==> src/sv/rist_pkg.sv <==
`timescale 1ns / 1ps
`default_nettype none
// ----------------------------------------------------------------------------
// rist_pkg
// Shared widths, codes and types of the refcounted inode slot table.
// ----------------------------------------------------------------------------
package rist_pkg;

  localparam int unsigned DEV_W  = 16;
  localparam int unsigned NUM_W  = 32;
  localparam int unsigned CNT_W  = 16;
  localparam int unsigned SLOT_W = 6;
  localparam int unsigned KEY_W  = DEV_W + NUM_W;

  localparam logic [CNT_W-1:0] CNT_MAX = {CNT_W{1'b1}};

  localparam logic KIND_ACQUIRE = 1'b0;
  localparam logic KIND_RELEASE = 1'b1;

  typedef enum logic [2:0] {
    ST_HIT      = 3'd0,
    ST_CLAIMED  = 3'd1,
    ST_FULL     = 3'd2,
    ST_ZERO     = 3'd3,
    ST_RELEASED = 3'd4,
    ST_WAS_FREE = 3'd5,
    ST_BAD      = 3'd6
  } rist_status_e;

  typedef struct packed {
    logic [SLOT_W-1:0] slot;
    rist_status_e      status;
    logic              read_request;
    logic              write_request;
    logic [CNT_W-1:0]  count;
  } rist_result_t;

endpackage
`default_nettype wire

==> src/sv/rist_ctrl.sv <==
`timescale 1ns / 1ps
`default_nettype none
// ----------------------------------------------------------------------------
// rist_ctrl
// Sequencer: clearing pass, slot scan for acquire, read-modify-write for
// release, one result per item.
// ----------------------------------------------------------------------------
module rist_ctrl #(
  parameter int unsigned SLOT_COUNT = 64
) (
  input  wire logic                          clk_i,
  input  wire logic                          rst_ni,
  input  wire logic                          in_valid_i,
  output logic                               in_stall_o,
  input  wire logic                          kind_i,
  input  wire logic [rist_pkg::DEV_W-1:0]    device_i,
  input  wire logic [rist_pkg::NUM_W-1:0]    inode_number_i,
  input  wire logic [rist_pkg::SLOT_W-1:0]   slot_i,
  input  wire logic                          slot_given_i,
  input  wire logic [rist_pkg::DEV_W-1:0]    no_dev_i,
  output logic                               res_valid_o,
  output rist_pkg::rist_result_t             res_o,
  input  wire logic                          res_take_i,
  output logic                               cnt_we_o,
  output logic [$clog2(SLOT_COUNT)-1:0]      cnt_waddr_o,
  output logic [rist_pkg::CNT_W-1:0]         cnt_wdata_o,
  output logic [$clog2(SLOT_COUNT)-1:0]      raddr_o,
  input  wire logic [rist_pkg::CNT_W-1:0]    cnt_rdata_i,
  output logic                               key_we_o,
  output logic [rist_pkg::KEY_W-1:0]         key_wdata_o,
  input  wire logic [rist_pkg::KEY_W-1:0]    key_rdata_i
);

  localparam int unsigned IW = $clog2(SLOT_COUNT);
  localparam logic [IW-1:0] LAST = IW'(SLOT_COUNT - 1);
  localparam logic [31:0] SLOTS_32 = 32'(SLOT_COUNT);

  localparam logic [2:0] S_CLEAR = 3'd0;
  localparam logic [2:0] S_IDLE  = 3'd1;
  localparam logic [2:0] S_SCAN  = 3'd2;
  localparam logic [2:0] S_REL   = 3'd3;
  localparam logic [2:0] S_DONE  = 3'd4;

  logic [2:0]                  state_q, state_d;
  logic [IW-1:0]               addr_q, addr_d;
  logic [IW-1:0]               prev_q, prev_d;
  logic                        free_q, free_d;
  logic [IW-1:0]               free_idx_q, free_idx_d;
  logic [rist_pkg::DEV_W-1:0]  dev_q, dev_d;
  logic [rist_pkg::NUM_W-1:0]  num_q, num_d;
  logic [rist_pkg::SLOT_W-1:0] slot_q, slot_d;
  rist_pkg::rist_result_t      res_q, res_d;

  logic [IW+rist_pkg::SLOT_W-1:0] slot_ext;
  logic [IW-1:0]                  slot_addr;
  logic                           slot_oob;
  logic [IW+rist_pkg::SLOT_W-1:0] prev_ext;
  logic [IW+rist_pkg::SLOT_W-1:0] claim_ext;
  logic                           hit;
  logic                           free_now;
  logic [IW-1:0]                  claim_idx;
  logic [rist_pkg::CNT_W-1:0]     cnt_inc;
  logic [rist_pkg::CNT_W-1:0]     cnt_dec;

  assign slot_ext  = {{IW{1'b0}}, slot_i};
  assign slot_addr = slot_ext[IW-1:0];
  assign slot_oob  = {{(32 - rist_pkg::SLOT_W){1'b0}}, slot_i} >= SLOTS_32;

  // rdata belongs to slot prev_q while scanning
  assign hit       = (cnt_rdata_i != '0) && (key_rdata_i == {dev_q, num_q});
  assign free_now  = free_q || (cnt_rdata_i == '0);
  assign claim_idx = (cnt_rdata_i == '0) ? prev_q : free_idx_q;
  assign prev_ext  = {{rist_pkg::SLOT_W{1'b0}}, prev_q};
  assign claim_ext = {{rist_pkg::SLOT_W{1'b0}}, claim_idx};
  assign cnt_inc   = (cnt_rdata_i == rist_pkg::CNT_MAX) ? cnt_rdata_i
                                                        : cnt_rdata_i + 1'b1;
  assign cnt_dec   = cnt_rdata_i - 1'b1;

  always_comb begin
    state_d     = state_q;
    addr_d      = addr_q;
    prev_d      = prev_q;
    free_d      = free_q;
    free_idx_d  = free_idx_q;
    dev_d       = dev_q;
    num_d       = num_q;
    slot_d      = slot_q;
    res_d       = res_q;
    raddr_o     = addr_q;
    cnt_we_o    = 1'b0;
    cnt_waddr_o = addr_q;
    cnt_wdata_o = '0;
    key_we_o    = 1'b0;
    key_wdata_o = {dev_q, num_q};

    case (state_q)
      S_CLEAR: begin
        cnt_we_o = 1'b1;
        if (addr_q == LAST) begin
          addr_d  = '0;
          state_d = S_IDLE;
        end else begin
          addr_d = addr_q + 1'b1;
        end
      end

      S_IDLE: begin
        if (in_valid_i) begin
          dev_d               = device_i;
          num_d               = inode_number_i;
          slot_d              = slot_i;
          free_d              = 1'b0;
          res_d.read_request  = 1'b0;
          res_d.write_request = 1'b0;
          res_d.count         = '0;
          res_d.slot          = '0;
          if (kind_i == rist_pkg::KIND_ACQUIRE) begin
            if (inode_number_i == '0) begin
              res_d.status = rist_pkg::ST_ZERO;
              state_d      = S_DONE;
            end else begin
              raddr_o = '0;
              addr_d  = IW'(1);
              prev_d  = '0;
              state_d = S_SCAN;
            end
          end else if (!slot_given_i) begin
            res_d.status = rist_pkg::ST_BAD;
            state_d      = S_DONE;
          end else if (slot_oob) begin
            res_d.status = rist_pkg::ST_BAD;
            res_d.slot   = slot_i;
            state_d      = S_DONE;
          end else begin
            raddr_o = slot_addr;
            addr_d  = slot_addr;
            state_d = S_REL;
          end
        end
      end

      S_SCAN: begin
        prev_d = addr_q;
        if (addr_q != LAST) begin
          addr_d = addr_q + 1'b1;
        end
        if (cnt_rdata_i == '0) begin
          free_d     = 1'b1;
          free_idx_d = prev_q;
        end
        if (hit) begin
          cnt_we_o     = 1'b1;
          cnt_waddr_o  = prev_q;
          cnt_wdata_o  = cnt_inc;
          res_d.slot   = prev_ext[rist_pkg::SLOT_W-1:0];
          res_d.status = rist_pkg::ST_HIT;
          res_d.count  = cnt_inc;
          state_d      = S_DONE;
        end else if (prev_q == LAST) begin
          if (free_now) begin
            cnt_we_o           = 1'b1;
            cnt_waddr_o        = claim_idx;
            cnt_wdata_o        = rist_pkg::CNT_W'(1);
            key_we_o           = 1'b1;
            res_d.slot         = claim_ext[rist_pkg::SLOT_W-1:0];
            res_d.status       = rist_pkg::ST_CLAIMED;
            res_d.read_request = (dev_q != no_dev_i);
            res_d.count        = rist_pkg::CNT_W'(1);
          end else begin
            res_d.status = rist_pkg::ST_FULL;
          end
          state_d = S_DONE;
        end
      end

      S_REL: begin
        res_d.slot = slot_q;
        if (cnt_rdata_i == '0) begin
          res_d.status = rist_pkg::ST_WAS_FREE;
        end else begin
          cnt_we_o            = 1'b1;
          cnt_wdata_o         = cnt_dec;
          res_d.status        = rist_pkg::ST_RELEASED;
          res_d.write_request = (cnt_dec == '0);
          res_d.count         = cnt_dec;
        end
        state_d = S_DONE;
      end

      S_DONE: begin
        if (res_take_i) begin
          state_d = S_IDLE;
        end
      end

      default: begin
        state_d = S_IDLE;
      end
    endcase
  end

  always_ff @(posedge clk_i or negedge rst_ni) begin
    if (!rst_ni) begin
      state_q <= S_CLEAR;
      addr_q  <= '0;
    end else begin
      state_q <= state_d;
      addr_q  <= addr_d;
    end
  end

  always_ff @(posedge clk_i) begin
    prev_q     <= prev_d;
    free_q     <= free_d;
    free_idx_q <= free_idx_d;
    dev_q      <= dev_d;
    num_q      <= num_d;
    slot_q     <= slot_d;
    res_q      <= res_d;
  end

  assign in_stall_o  = (state_q != S_IDLE);
  assign res_valid_o = (state_q == S_DONE);
  assign res_o       = res_q;

endmodule
`default_nettype wire

==> config.mk <==
export PLATFORM = sky130hd
export DESIGN_NAME = rist_ctrl
export DESIGN_NICKNAME = d
export VERILOG_FILES = /design/src/sv/rist_pkg.sv /design/src/sv/rist_ctrl.sv
export SDC_FILE = /design/constraint.sdc
export NUM_CORES = 1
export LEC_CHECK = 0
export ABC_AREA = 1
export BUFFER_PORTS_ARGS = -buffer_cell sky130_fd_sc_hd__buf_2
export CORE_ASPECT_RATIO = 1.2
export CORE_MARGIN = 5
export CORE_UTILIZATION = 50
export DETAILED_ROUTE_END_ITERATION = 12
export GPL_TIMING_DRIVEN = 0
export PLACE_DENSITY = 0.84
export SLEW_MARGIN = 40
export SYNTH_ARGS = -nofsm -noshare
export SYNTH_HDL_FRONTEND = slang
export SYNTH_SLANG_ARGS = --single-unit
==> constraint.sdc <==
create_clock -name clk_i -period 5.75 [get_ports clk_i]
set_input_delay 0.575 -clock clk_i [delete_from_list [all_inputs] [get_ports clk_i]]
set_output_delay 0.575 -clock clk_i [all_outputs]
set_load 0.05 [all_outputs]
==> metrics.md <==
| Metric | Value |
|---|---|
| Rows | `45` |
| Total congestion overflow | `0` |
| Setup TNS | `0 ns` |
| Most used cell, CP | `nand2_1` |
| Post-synthesis register bit count | `103` |
| GRT Total Usage | `roughly a quarter` |
| Max-slew violation count | `0` |
| Proportion of layout cells with a drive suffix above 1 | `28.8%` |
| Ports | `~250` |
| Final period utilization | `a little over half` |
| Setup repair bufs after CTS | `0` |
| Fin util | `65.4%` |
| Initial DRT Pass Iterations | `5` |
| Drt total wl | `18700 um` |
| Avg WL per Cell | `approximately 15 um` |
| Worst endpoint data arrival time | `between 2 and 3 ns` |
| P&R area growth vs syn | `27.3%` |
| TritonCTS clock tree | `yes` |
| Setup Skew | `roughly 0.013 ns` |
| Power consumption | `3.63 mW` |
| Critical Path RT | `5.18 ns` |
| Status | `finished clean` |
| Post-cts sizing count | `0` |
| RSZ-0062 raised after global routing | `false` |
| Die Wd | `between 100 and 150 um` |
| Static leakage | `about 4.2 nW` |
| P per Cell Area | `between 400 and 500 mW/mm^2` |
| Pin count of the biggest net entering global routing | `22` |
| Startpoint types | `flip-flop` |
| Minimum clock period | `around 3.1 ns` |
| Clk Latency, worst-skew pair | `roughly 0.35 ns` |
| Critical-path maximum fanout | `10` |
| Number of max-cap violations | `0` |
| Final net count | `about 1200` |
| Chip height | `approximately 140 um` |
| Ys Warns | `0` |
| Post-route ant nets | `0` |
| Count of cell types in the netlist | `45` |
| Initial Utilization | `between 50 and 60%` |
| Max Clk Rate | `approximately 0.32 GHz` |
| DR DRC count | `0` |
| CP Cell Sequence | `xnor2_1 > nand2_1 > nor3_1 > nand2_1 > nor2_4 > nand2_8 > nor2_8 > buf_6 > nand2_1 > nand2_1 > buf_2` |
| Critical Path End Type | `output pin` |
| Final setup margin | `2.62 ns` |
| Post-synth ARST share | `8.74%` |
| Gpl congestion | `roughly 0.9` |
| Area after DPL | `0.00804 sq mm` |
| Slowest stage delay, CP | `roughly 0.43 ns` |
| Commonest non-fill, non-tap cells in the layout | `nand2_1 (294), buf_2 (250), nor2_1 (103), edfxtp_1 (94), inv_1 (83)` |
| CTS buffer count | `9` |
| CTS Hold Bufs | `0` |
| Syn Nets | `972` |
| Final setup vio count | `0` |
| Post-synth EDFFs | `94` |
| CTS sink cnt | `103` |
| Post-Syn Area | `roughly 0.0066 sq mm` |
| FILL cells | `roughly 1200` |
| Worst-path clk slew | `around 0.080 ns` |
| Total number of vias | `approximately 6300` |
| Port Buffers | `240` |
| Sequential-to-total area share from yosys stat | `46.4%` |
| VDD IR max | `roughly 400 uV` |
| Hold Worst Slack | `0.0734 ns` |
| Max stage delay cell, worst path | `edfxtp_1` |
| Min-Delay Path Class | `input pin to async pin` |
| DP Wirelength | `between 15000 and 20000 um` |
| Via/cell ratio | `roughly 5` |
| Tightest Pin Transition | `approximately 0.63 ns` |
| Final hold violations | `0` |
| CTS Root Cell | `clkbuf_16` |
| Core area | `roughly 0.013 sq mm` |
| Layout Cells excl Fill | `approximately 1300` |
| Initial antenna violation count | `0` |
| Initial drt markers | `421` |
| Setup Slack @ Placement | `2.67 ns` |
| Placed insts | `1234` |
| Worst slew margin relative to its limit | `58.2%` |
| Design area | `between 0.008 and 0.009 sq mm` |
| Post-Syn Instances | `about 830` |
| Prevailing post-synth register cell | `edfxtp_1` |
| H-Tree Depth | `3` |
| Syn_area_per_cell | `around 7.9 sq um` |
| Number of global-route vias before repair | `just under 6000` |
| Crit Path Class | `flip-flop to output pin` |
| Most common cell after layout, fill and taps aside | `nand2_1` |
| Clock Path Buffers | `2` |
| Die area | `between 0.015 and 0.02 sq mm` |
| First-pass GRT wire length | `~29000 um` |
==> cell families after synthesis <==
logic type                 share of synthesized area, %
AOI/OAI and AO/OA                                  4.58
adders and majority gates                         0.953
xor gates and xnor gates                           8.81
and+or+nand+nor                                    32.6
DFF                                                46.4
buffers and inverters                              6.65
==> state kept, by name, summed over array words and instances (netlist names) <==
signal,flops
addr_q,6
prev_q,6
res_o,27
free_idx_q,6
slot_q,6
state_q,3
free_q,1
dev_q,16
num_q,32
==> cells in the mapped netlist (2+ instances only) <==
cell type	count	share of area [%]
inv_2	7	0.40
a211oi_1	2	0.23
edfxtp_1	94	43
nor2_1	105	6.0
xnor2_1	21	2.8
nand2_2	2	0.19
or2_2	5	0.48
inv_1	83	4.7
or2_1	3	0.29
dfrtp_1	9	3.4
nand3_2	5	0.76
nor3_2	2	0.31
o22ai_1	9	0.86
nor3_1	9	0.69
o21ai_1	10	0.76
buf_4	2	0.23
xor2_1	45	6.0
nor2_8	2	0.61
buf_2	10	0.76
buf_1	2	0.11
nor2_4	4	0.69
nand4_1	7	0.67
a22oi_1	5	0.57
clkbuf_1	3	0.17
ha_1	5	0.95
nand2_1	294	17
o21ai_0	14	1.1
nand3_1	39	3.0
a21oi_1	8	0.61
nor2_2	6	0.57
==> cell type report <==
type,count,area [sq um],share of cell area (%)
Antenna cell,1,2.50,0.0299
Buffer,18,95.1,1.14
Clock buffer,9,225,2.70
Clock inverter,7,82.6,0.988
Inverter,91,342,4.09
Multi-Input combinational cell,615,3100,37.1
Sequential cell,103,3050,36.5
Tap cell,164,205,2.46
Timing Repair Buffer,243,1260,15.1
==> layer usage <==
metal | track usage [%] | share of wire [%] | vias to the layer above
met5 | 0 | 0 | -
met4 | 8.12 | 1.9 | 0
met3 | 5.23 | 7.6 | 26
met2 | 42.0 | 52 | 238
met1 | 28.0 | 38 | 2834
li1 | - | - | 3154
==> final timing paths <==
kind / slack, ns / end / cells past startpoint / from
min: 0.07 / addr_q[0] / 1 / rst_ni
min in group clk_i: 0.39 / dev_q[2] / 1 / device_i[2]
min reg2reg: 0.53 / res_o[26] / 2 / slot_q[5]
max in group asynchronous: 5.48 / addr_q[2] / 1 / rst_ni
max reg2reg: 3.20 / res_o[13] / 9 / num_q[13]
max: 2.62 / cnt_wdata_o[12] / 11 / num_q[13]
==> worst max-delay path: cells and delay by family, from the launching register on <==
family / cells / cell delay [ns]
XOR/XNOR: 1 / 0.19
buffers and inverters: 2 / 0.43
flip-flops: 1 / 0.43
AND/OR/NAND/NOR: 8 / 1.14
==> where the power goes <==
group	switching, mW	internal, mW	total, mW
Clock	0.310	0.312	0.622
Sequential	0.116	1.10	1.21
Combinational	1.37	0.424	1.79
Total	1.80	1.83	3.63
No activity file was read; power rests on OpenSTA's default activity.
